===== src/design/hcbd_pkg.sv =====
// Shared constants and result type for the chunked body decoder.
package hcbd_pkg;

	// Framing characters
	localparam logic [7:0] CH_CR   = 8'h0D;
	localparam logic [7:0] CH_LF   = 8'h0A;
	localparam logic [7:0] CH_SEMI = 8'h3B;

	// Register indexes on the configuration port
	localparam logic REG_MAX_BODY_SIZE = 1'b0;

	// Reset value of the body size limit
	localparam logic [31:0] MAX_BODY_SIZE_RST = 32'd1048576;

	// One result item
	typedef struct packed {
		logic [7:0]  payload_byte;
		logic        payload_valid;
		logic        body_done;
		logic        parse_error;
		logic [31:0] body_length;
	} hcbd_result_t;

endpackage


===== src/design/hcbd_parser.sv =====
// Chunk framing state machine: state registers and the per-item next-state logic.
module hcbd_parser (
	input  logic                 clk,
	input  logic                 arst_n,
	input  logic                 step,
	input  logic [7:0]           data_byte,
	input  logic                 new_message,
	input  logic [31:0]          max_body_size,
	output hcbd_pkg::hcbd_result_t result
);
	import hcbd_pkg::*;

	typedef enum logic [3:0] {
		PH_SIZE    = 4'd0,
		PH_SIZE_LF = 4'd1,
		PH_EXT     = 4'd2,
		PH_EXT_CR  = 4'd3,
		PH_DATA    = 4'd4,
		PH_DATA_CR = 4'd5,
		PH_DATA_LF = 4'd6,
		PH_LAST    = 4'd7,
		PH_LAST_LF = 4'd8,
		PH_TRAILER = 4'd9,
		PH_DONE    = 4'd10,
		PH_ERROR   = 4'd11
	} phase_t;

	// Hex digit decode: bit 4 set when the byte is a hex digit
	function automatic logic [4:0] hex_decode(input logic [7:0] c);
		logic [4:0] r;
		r = 5'd0;
		if (c >= 8'h30 && c <= 8'h39)
			r = {1'b1, c[3:0]};
		else if ((c >= 8'h41 && c <= 8'h46) || (c >= 8'h61 && c <= 8'h66))
			r = {1'b1, c[3:0] + 4'd9};
		return r;
	endfunction

	phase_t      phase_q, phase_d, cur_phase;
	logic [31:0] chunk_rem_q, chunk_rem_d, cur_rem;
	logic [31:0] body_count_q, body_count_d, cur_count;
	logic        saw_digit_q, saw_digit_d, cur_saw;
	logic [1:0]  trailer_match_q, trailer_match_d, cur_tm;
	logic [4:0]  hex;
	logic [32:0] body_sum;
	logic        over_limit;
	phase_t      line_done_phase;
	logic [31:0] rem_dec;
	logic [7:0]  trailer_char;

	// State as seen by this item, after an optional restart
	always_comb begin
		cur_phase = new_message ? PH_SIZE : phase_q;
		cur_rem   = new_message ? 32'd0 : chunk_rem_q;
		cur_count = new_message ? 32'd0 : body_count_q;
		cur_saw   = new_message ? 1'b0 : saw_digit_q;
		cur_tm    = new_message ? 2'd0 : trailer_match_q;
	end

	// Size line complete: last chunk, size limit check, or data
	assign body_sum   = {1'b0, cur_count} + {1'b0, cur_rem};
	assign over_limit = body_sum > {1'b0, max_body_size};
	always_comb begin
		if (cur_rem == 32'd0)
			line_done_phase = PH_LAST;
		else if (over_limit)
			line_done_phase = PH_ERROR;
		else
			line_done_phase = PH_DATA;
	end

	assign hex          = hex_decode(data_byte);
	assign rem_dec      = cur_rem - 32'd1;
	assign trailer_char = cur_tm[0] ? CH_LF : CH_CR;

	// Next state and result for one item
	always_comb begin
		phase_d         = cur_phase;
		chunk_rem_d     = cur_rem;
		body_count_d    = cur_count;
		saw_digit_d     = cur_saw;
		trailer_match_d = cur_tm;
		result          = '0;
		case (cur_phase)
			PH_SIZE: begin
				if (hex[4]) begin
					saw_digit_d = 1'b1;
					if (cur_rem > 32'h0FFF_FFFF)
						chunk_rem_d = 32'hFFFF_FFFF;
					else
						chunk_rem_d = {cur_rem[27:0], hex[3:0]};
				end else if (data_byte == CH_SEMI && cur_saw) begin
					phase_d = PH_EXT;
				end else if (data_byte == CH_CR && cur_saw) begin
					phase_d = PH_SIZE_LF;
				end else begin
					phase_d = PH_ERROR;
				end
			end
			PH_SIZE_LF: begin
				phase_d = (data_byte == CH_LF) ? line_done_phase : PH_ERROR;
			end
			PH_EXT: begin
				if (data_byte == CH_CR)
					phase_d = PH_EXT_CR;
			end
			PH_EXT_CR: begin
				if (data_byte == CH_LF)
					phase_d = line_done_phase;
				else if (data_byte != CH_CR)
					phase_d = PH_EXT;
			end
			PH_DATA: begin
				result.payload_byte  = data_byte;
				result.payload_valid = 1'b1;
				body_count_d         = cur_count + 32'd1;
				chunk_rem_d          = rem_dec;
				if (rem_dec == 32'd0)
					phase_d = PH_DATA_CR;
			end
			PH_DATA_CR: begin
				phase_d = (data_byte == CH_CR) ? PH_DATA_LF : PH_ERROR;
			end
			PH_DATA_LF: begin
				if (data_byte == CH_LF) begin
					phase_d     = PH_SIZE;
					saw_digit_d = 1'b0;
					chunk_rem_d = 32'd0;
				end else begin
					phase_d = PH_ERROR;
				end
			end
			PH_LAST: begin
				if (data_byte == CH_CR) begin
					phase_d = PH_LAST_LF;
				end else begin
					phase_d         = PH_TRAILER;
					trailer_match_d = 2'd0;
				end
			end
			PH_LAST_LF: begin
				if (data_byte == CH_LF) begin
					phase_d          = PH_DONE;
					result.body_done = 1'b1;
				end else begin
					phase_d         = PH_TRAILER;
					trailer_match_d = (data_byte == CH_CR) ? 2'd1 : 2'd0;
				end
			end
			PH_TRAILER: begin
				// looking for CRLFCRLF
				if (data_byte == trailer_char) begin
					if (cur_tm == 2'd3) begin
						phase_d          = PH_DONE;
						result.body_done = 1'b1;
						trailer_match_d  = 2'd0;
					end else begin
						trailer_match_d = cur_tm + 2'd1;
					end
				end else begin
					trailer_match_d = (data_byte == CH_CR) ? 2'd1 : 2'd0;
				end
			end
			PH_DONE: begin
				phase_d = PH_DONE;
			end
			default: begin
				phase_d = PH_ERROR;
			end
		endcase
		result.parse_error = (phase_d == PH_ERROR);
		result.body_length = body_count_d;
	end

	// State registers, updated on each accepted item
	always_ff @(posedge clk or negedge arst_n) begin
		if (!arst_n) begin
			phase_q         <= PH_SIZE;
			chunk_rem_q     <= 32'd0;
			body_count_q    <= 32'd0;
			saw_digit_q     <= 1'b0;
			trailer_match_q <= 2'd0;
		end else if (step) begin
			phase_q         <= phase_d;
			chunk_rem_q     <= chunk_rem_d;
			body_count_q    <= body_count_d;
			saw_digit_q     <= saw_digit_d;
			trailer_match_q <= trailer_match_d;
		end
	end

	// Error is sticky until a restart
	a_error_sticky: assert property (@(posedge clk) disable iff (!arst_n)
		(step && !new_message && phase_q == PH_ERROR) |=> (phase_q == PH_ERROR))
		else $error("error phase left without restart");

	// Data phase always holds a non-zero remaining count
	a_data_nonzero: assert property (@(posedge clk) disable iff (!arst_n)
		(phase_q == PH_DATA) |-> (chunk_rem_q != 32'd0))
		else $error("data phase with nothing remaining");

	// Done phase holds its counters
	a_done_hold: assert property (@(posedge clk) disable iff (!arst_n)
		(step && !new_message && phase_q == PH_DONE) |=> $stable(body_count_q))
		else $error("body count moved after done");

endmodule


===== src/design/http_chunked_body_decoder.sv =====
// Top level of the chunked body decoder: handshakes, register port and result register.
//
//  channel  | handshake                 | payload
//  ---------+---------------------------+------------------------------------------------
//  input    | in_valid / in_ready       | data_byte, new_message
//  output   | out_valid / out_ready     | payload_byte, payload_valid, body_done,
//           |                           | parse_error, body_length
//  config   | psel/penable/pwrite/pready| paddr, pwdata, prdata (max_body_size at 0x0)
//
// One item per cycle while the output is taken: each byte is decoded in the cycle it
// is accepted and its result is registered in the output register for the next cycle.
// The limit on rate is the single state update per byte in the framing machine.
// Reset (arst_n low) returns the parser to the size digits and the limit to 1 MiB.
// in_ready is high while the result register is empty or being taken, so a stall
// on the output side holds one result and stops input only then.
module http_chunked_body_decoder (
	input  logic        clk,
	input  logic        arst_n,
	// input channel
	input  logic        in_valid,
	output logic        in_ready,
	input  logic [7:0]  data_byte,
	input  logic        new_message,
	// output channel
	output logic        out_valid,
	input  logic        out_ready,
	output logic [7:0]  payload_byte,
	output logic        payload_valid,
	output logic        body_done,
	output logic        parse_error,
	output logic [31:0] body_length,
	// register port
	input  logic        psel,
	input  logic        penable,
	input  logic        pwrite,
	input  logic [2:0]  paddr,
	input  logic [31:0] pwdata,
	output logic [31:0] prdata,
	output logic        pready
);
	import hcbd_pkg::*;

	logic         limit_sel;
	logic [31:0]  max_body_q;
	logic         step;
	logic         out_valid_q;
	hcbd_result_t result;
	hcbd_result_t result_q;

	// Register port: one register, always ready
	assign pready = 1'b1;
	assign limit_sel = (paddr[2] == REG_MAX_BODY_SIZE);

	always_ff @(posedge clk or negedge arst_n) begin
		if (!arst_n) begin
			max_body_q <= MAX_BODY_SIZE_RST;
		end else if (psel && penable && pwrite && limit_sel) begin
			max_body_q <= pwdata;
		end
	end

	assign prdata = limit_sel ? max_body_q : 32'd0;

	// Input handshake
	assign in_ready = !out_valid_q || out_ready;
	assign step     = in_valid && in_ready;

	hcbd_parser u_parser (
		.clk           (clk),
		.arst_n        (arst_n),
		.step          (step),
		.data_byte     (data_byte),
		.new_message   (new_message),
		.max_body_size (max_body_q),
		.result        (result)
	);

	// Result register
	always_ff @(posedge clk or negedge arst_n) begin
		if (!arst_n) begin
			out_valid_q <= 1'b0;
		end else if (step) begin
			out_valid_q <= 1'b1;
		end else if (out_ready) begin
			out_valid_q <= 1'b0;
		end
	end

	always_ff @(posedge clk) begin
		if (step)
			result_q <= result;
	end

	assign out_valid     = out_valid_q;
	assign payload_byte  = result_q.payload_byte;
	assign payload_valid = result_q.payload_valid;
	assign body_done     = result_q.body_done;
	assign parse_error   = result_q.parse_error;
	assign body_length   = result_q.body_length;

	// A data byte never carries an error or the end of body
	a_payload_excl: assert property (@(posedge clk) disable iff (!arst_n)
		out_valid |-> !(payload_valid && (parse_error || body_done)))
		else $error("payload item flagged as error or done");

	// Every accepted item yields a result next cycle
	a_item_result: assert property (@(posedge clk) disable iff (!arst_n)
		step |=> out_valid)
		else $error("accepted item produced no result");

	// A held result is never overwritten without a new item
	a_hold: assert property (@(posedge clk) disable iff (!arst_n)
		(out_valid && !out_ready) |=> (out_valid && $stable(result_q)))
		else $error("stalled result changed");

endmodule

===== config.mk =====
export PLATFORM = sky130hd
export DESIGN_NAME = http_chunked_body_decoder
export DESIGN_NICKNAME = d
export VERILOG_FILES = /design/src/design/hcbd_pkg.sv /design/src/design/hcbd_parser.sv /design/src/design/http_chunked_body_decoder.sv
export SDC_FILE = /design/constraint.sdc
export NUM_CORES = 1
export LEC_CHECK = 0
export BUFFER_PORTS_ARGS = -buffer_cell sky130_fd_sc_hd__buf_2
export CELL_PAD_IN_SITES_DETAIL_PLACEMENT = 0
export CELL_PAD_IN_SITES_GLOBAL_PLACEMENT = 1
export CORE_AREA = 2 2 188 144
export CTS_CLUSTER_DIAMETER = 50
export DETAILED_ROUTE_END_ITERATION = 8
export DIE_AREA = 0 0 190 146
export GPL_TIMING_DRIVEN = 0
export HOLD_SLACK_MARGIN = 0.08
export PLACE_DENSITY = 0.86
export SLEW_MARGIN = 30
export SYNTH_ARGS = -nofsm -noshare
export SYNTH_HDL_FRONTEND = slang
export SYNTH_SLANG_ARGS = --single-unit

===== constraint.sdc =====
create_clock -name clk -period 6.37 [get_ports clk]
set_clock_uncertainty 0.15 [all_clocks]
set_input_delay 0.3185 -clock clk [delete_from_list [all_inputs] [get_ports clk]]
set_output_delay 0.3185 -clock clk [all_outputs]
set_load 0.03 [all_outputs]

* Yosys cells after proc, flatten, opt, wreduce, memory -nomap -nowiden
Index checks and enable logic that the tools add are counted.
Word-level totals: flip-flop bits (word level) 147, bits of input ports 51, word-level logic and storage cells 106
Operators by class: add/subtract/negate cells 5, $lt $le $gt $ge 8, eq/ne operators 17, muxes and demuxes 47, bitwise operators 1, reduce and logical (&&, ||, !) cells 16
Operators by type and width (count):
- two-way mux 32 bit | 7
- case mux 32 bit (3 select lines) | 1
- logical NOT 32 bit | 2
- two-way mux 4 bit | 15
- case mux 4 bit (11 select lines) | 1
- adder 32 x 32 -> 33 bit | 1
- greater-than comparator 33 x 32 -> 1 bit | 1
- adder 32 x 1 -> 32 bit, second input constant | 1
- greater-than comparator 32 x 28 -> 1 bit, second input constant | 1
- subtractor 32 x 1 -> 32 bit, second input constant | 1
- equality test 4 x 3 -> 1 bit, second input constant | 4
- equality test 4 bit, second input constant | 4
- equality test 8 x 4 -> 1 bit, second input constant | 2
- >= comparator 8 x 7 -> 1 bit, second input constant | 2
- <= comparator 8 x 7 -> 1 bit, second input constant | 2
- two-way mux 2 bit | 6
- two-way mux 1 bit | 11
- two-way mux 5 bit | 2
- logical AND 1 bit | 9
- equality test 4 x 2 -> 1 bit, second input constant | 2
- equality test 8 x 4 -> 1 bit | 1
- equality test 8 x 6 -> 1 bit, second input constant | 1
- >= comparator 8 x 6 -> 1 bit, second input constant | 1
- <= comparator 8 x 6 -> 1 bit, second input constant | 1
- 13 further kinds | 15

* Longest topological paths before layout
depth in word-level cells 8, gate-level depth with buffers 29, mapped depth without buffers 24

* By module
A second synthesis with hierarchy kept.
Unflattened totals: cell total of the unflattened synthesis 1332, area, all modules 11688.7 um^2
By module, submodules not included:
- hcbd_parser | instances 1, cells each 1180, area each 8798.4 um^2, seq. area each 1776.7 um^2
- http_chunked_body_decoder | instances 1, cells each 152, area each 2890.3 um^2, seq. area each 2118.3 um^2

* Worst setup path before layout
No wires, ideal clock.
path type input port to flip-flop, start in new_message, end reg result_q, in the netlist parse_error (data pin), setup time 255 ps, data arrival time 5942 ps, data required time 5965 ps, slack 22 ps, stages 27, path buffers 8, cells stage by stage buf_2 > buf_2 > buf_2 > buf_1 > buf_2 > buf_2 > clkbuf_1 > clkbuf_1 > nor2b_1 > ha_1 > a31o_1 > a311oi_1 > o21ai_1 > o21ai_1 > nand2_1 > and3_1 > or4_1 > and4_1 > ha_1 > a2111o_1 > a221oi_1 > o21ai_0 > o31ai_1 > o211ai_1 > o21ai_0 > nand3_1 > and3_1
RTL lines:
- start, declared | RTL line http_chunked_body_decoder.sv:23 | input logic new_message,
- end signal, assigned | RTL line http_chunked_body_decoder.sv:91 | result_q <= result;
- end, declared | RTL line http_chunked_body_decoder.sv:48 | hcbd_result_t result_q;

==> summary.md <==
| Metric | Value |
|---|---|
| Status | `finished clean` |
| Final Setup Violations | `0` |
| Crit. End Element | `register` |
| Final core utilization | `0.542` |
| CTS tree | `done` |
| First-pass GRT wire length | `64000 um` |
| Final hold vios | `0` |
| Pre-antenna DRT Iters | `5` |
| WL per Instance | `21.2 um` |
| Share of cells above drive strength 1 | `0.167` |
| Die height | `146 um` |
| Tot GR Track Use | `0.301` |
| Num CTS Buffers | `17` |
| DP Area | `12700 sq um` |
| Dpl hpwl | `30800 um` |
| Peak VDD IR | `0.211 mV` |
| Design area | `13900 sq um` |
| Max-cap viol count | `0` |
| Clock Sink Count | `147` |
| Slew HR | `0.332` |
| Row count | `51` |
| Post-DRT Antenna Nets | `0` |
| P&R area growth vs syn | `20.9%` |
| Clock Path Buffers | `2` |
| Required @ worst endpoint | `6.41 ns` |
| Largest net degree at the start of global routing | `64` |
| Initial Utilization | `0.449` |
| Synthesized area | `11500 sq um` |
| Ys async rst share | `0.707` |
| Grt ovf | `0` |
| Worst setup SP type | `input port` |
| H-tree levels | `4` |
| Die width | `190 um` |
| CTS root buf | `clkbuf_16` |
| Antenna violations before repair | `0` |
| Min Tclk post-route | `6.08 ns` |
| Final Net Count | `1706` |
| Highest clock rate | `0.164 GHz` |
| Worst slew pin tran | `1.00 ns` |
| Vias in the first global route | `11000` |
| Syn Area/Cell | `8.26 sq um` |
| Total I/O pin count | `129` |
| GPL Wtd Cong | `0.975` |
| Cell Pwr Density | `230 nW/um^2` |
| Non-filler cells, final | `1943` |
| CORE AREA | `25700 sq um` |
| Vias per inst | `5.95` |
| Tcrit/Tclk final | `0.955` |
| Netlist cell types | `80` |
| 1st-iter DRT viols | `1239` |
| Inst Count DP | `1869` |
| Hold Worst Slack | `0.151 ns` |
| Crit Path Max Fanout | `10` |
| Number of diodes | `0` |
| Total vias in the final route | `11600` |
| Total negative setup slack | `0 ns` |
| Number of synthesized flops with an enable pin | `43` |
| WP data arrival | `6.12 ns` |
| Clock-pin slew on the worst setup and hold paths | `0.07 ns` |
| Port buffer count | `125` |
| Worst-skew pair later-pin latency | `0.45 ns` |
| Post-synthesis register bit count | `147` |
| Leakage | `6.31 nW` |
| Sequential share of the synthesized area | `0.338` |
| Critical path class | `in -> reg` |
| Hold Crit Class | `in -> reg` |
| RSZ-0062 raised after global routing | `no` |
| Synth Warn # | `0` |
| Net count after synthesis | `1517` |
| # DRC | `0` |
| Slew Limit Fails | `0` |
| Ys flop type | `dfrtp_1` |
| Die area | `27700 sq um` |
| Post-synthesis instance total | `1397` |
| DRT Wirelength | `41200 um` |
-- cell usage in the layout (no fill, tap or decap), types with 7 or more instances in the layout --
cell type      Yosys  routed
xor2_1            28      28
a31oi_1           16      15
clkbuf_1          64      60
nand3_1           29      29
o21ai_1           22      20
xnor2_1           42      42
a21o_1            16      16
nor2_1           135     134
nand2b_1          16      15
o21a_1             8       8
nor2b_1           55      53
clkbuf_16          0      19
and3_1            20      20
nand4_1           18      18
mux2i_1           20      20
nor4_1            19      16
nand2_1          167     167
inv_1             59      58
buf_2             17     137
a22o_1            10      10
nor3_1            32      31
a21oi_1           89      87
mux2_2            37      37
dfrtp_1          103     103
dlygate4sd3_1      0      39
o21ai_0           85      83
a211oi_1           9       8
o22ai_1           11      11
ha_1              68      67
edfxtp_1          43      43
or4_1             10      10
nor3b_1            7       7
or3_1             16      16
-- synthesized netlist by cell type, types with 17 or more instances --
master,instances,share of area
edfxtp_1,43,0.11
nand3_1,29,0.013
nor2_1,135,0.044
dfrtp_1,103,0.22
o21ai_1,22,0.0095
a21oi_1,89,0.039
and3_1,20,0.011
nand2_1,167,0.054
buf_2,17,0.0074
inv_1,59,0.019
mux2i_1,20,0.017
nor2b_1,55,0.030
mux2_2,37,0.036
clkbuf_1,64,0.021
o21ai_0,85,0.037
nor3_1,32,0.014
xor2_1,28,0.021
ha_1,68,0.074
xnor2_1,42,0.032
nand4_1,18,0.0098
nor4_1,19,0.010
-- what timing repair did --
action                                  4_1_cts  5_1_grt
setup buffers                                 4        0
gates resized for setup                      51       13
pin swaps                                     8        6
gates cloned                                  0        0
endpoints found under the hold margin       141        0
hold buffers                                 39        0
endpoints found under the setup margin        5        5
-- routing by layer --
metal | vias up | part of all wire | track usage
met5 | - | 0 | 0
met4 | 0 | 0.024 | 0.0891
met3 | 71 | 0.091 | 0.0796
met2 | 537 | 0.42 | 0.424
met1 | 5564 | 0.47 | 0.447
li1 | 5393 | - | -
-- worst max-delay path, stage by stage --
cell	delay (ns)
buf_2	0.15
buf_8	0.14
buf_6	0.15
inv_1	0.18
clkbuf_4	0.30
buf_4	0.26
nand2_1	0.13
inv_2	0.17
ha_1	0.20
inv_1	0.06
fa_1	0.44
o221ai_4	0.24
a31oi_4	0.17
a311oi_4	0.42
o21ai_2	0.10
nand2_1	0.11
and3_1	0.21
or4_1	0.12
and4_1	0.20
ha_1	0.26
a2111o_1	0.40
a221oi_2	0.20
o21ai_2	0.13
o31ai_4	0.24
o211ai_1	0.24
o21ai_1	0.25
nand3_1	0.12
and3_1	0.20
-- through the flow --
| stage | power [mW] | worst slack [ns] |
|---|---|---|
| floorplan | 1.80 | 0.0224 |
| global placement | 2.11 | -3.41 |
| detailed placement | 2.13 | -3.43 |
| CTS | 3.18 | 0.0102 |
| global route | 3.36 | 0.0224 |
| finish | 3.21 | 0.290 |
-- final timing paths --
path / startpoint / endpoint / slack [ns] / cells after the start
min in group asynchronous: arst_n / max_body_q[31] / 0.21 / 2
max reg2reg: u_parser.chunk_rem_q[15] / parse_error / 0.53 / 22
max in group asynchronous: arst_n / u_parser.body_count_q[2] / 5.17 / 3
min reg2reg: u_parser.body_count_q[25] / u_parser.body_count_q[25] / 0.32 / 2
max: new_message / parse_error / 0.29 / 28
min: data_byte[3] / payload_byte[3] / 0.15 / 2
-- power breakdown --
| group | total (mW) | internal, mW | switching, mW |
|---|---|---|---|
| clock | 1.02 | 0.562 | 0.456 |
| sequential | 1.12 | 1.06 | 0.0610 |
| combinational | 1.07 | 0.362 | 0.707 |
| total | 3.21 | 1.98 | 1.22 |
-- flip-flops by register name, summed over array words and instances (netlist names) --
signal                    count
u_parser.trailer_match_q      2
u_parser.saw_digit_q          1
max_body_q                   32
body_length                  32
payload_valid                 1
body_done                     1
payload_byte                  8
u_parser.chunk_rem_q         32
parse_error                   1
u_parser.body_count_q        32
out_valid                     1
u_parser.phase_q              4
-- kinds of logic (layout without fill, tap and decap cells) --
logic type	count (synthesis)	count (layout)	share of synthesized area
multiplexers	57	57	0.0535
other	1	1	0.000325
XOR/XNOR	70	70	0.0531
buffers and inverters	150	352	0.0516
AO/OA/AOI/OAI	339	339	0.183
AND/OR/NAND/NOR	564	564	0.245
flip-flops	147	147	0.338
adder cells (fa/ha/maj)	69	69	0.0755
-- area by class of cell --
type	instances	area [sq um]
flip-flops and latches	147	3890
multi-input cells	1100	7230
clock buffers	19	453
repair buffers	171	1120
fillers	2406	11800
plain buffers	89	468
well taps	344	430
inverters	60	225
clock inverters	13	123
No activity file was read; power rests on OpenSTA's default activity.
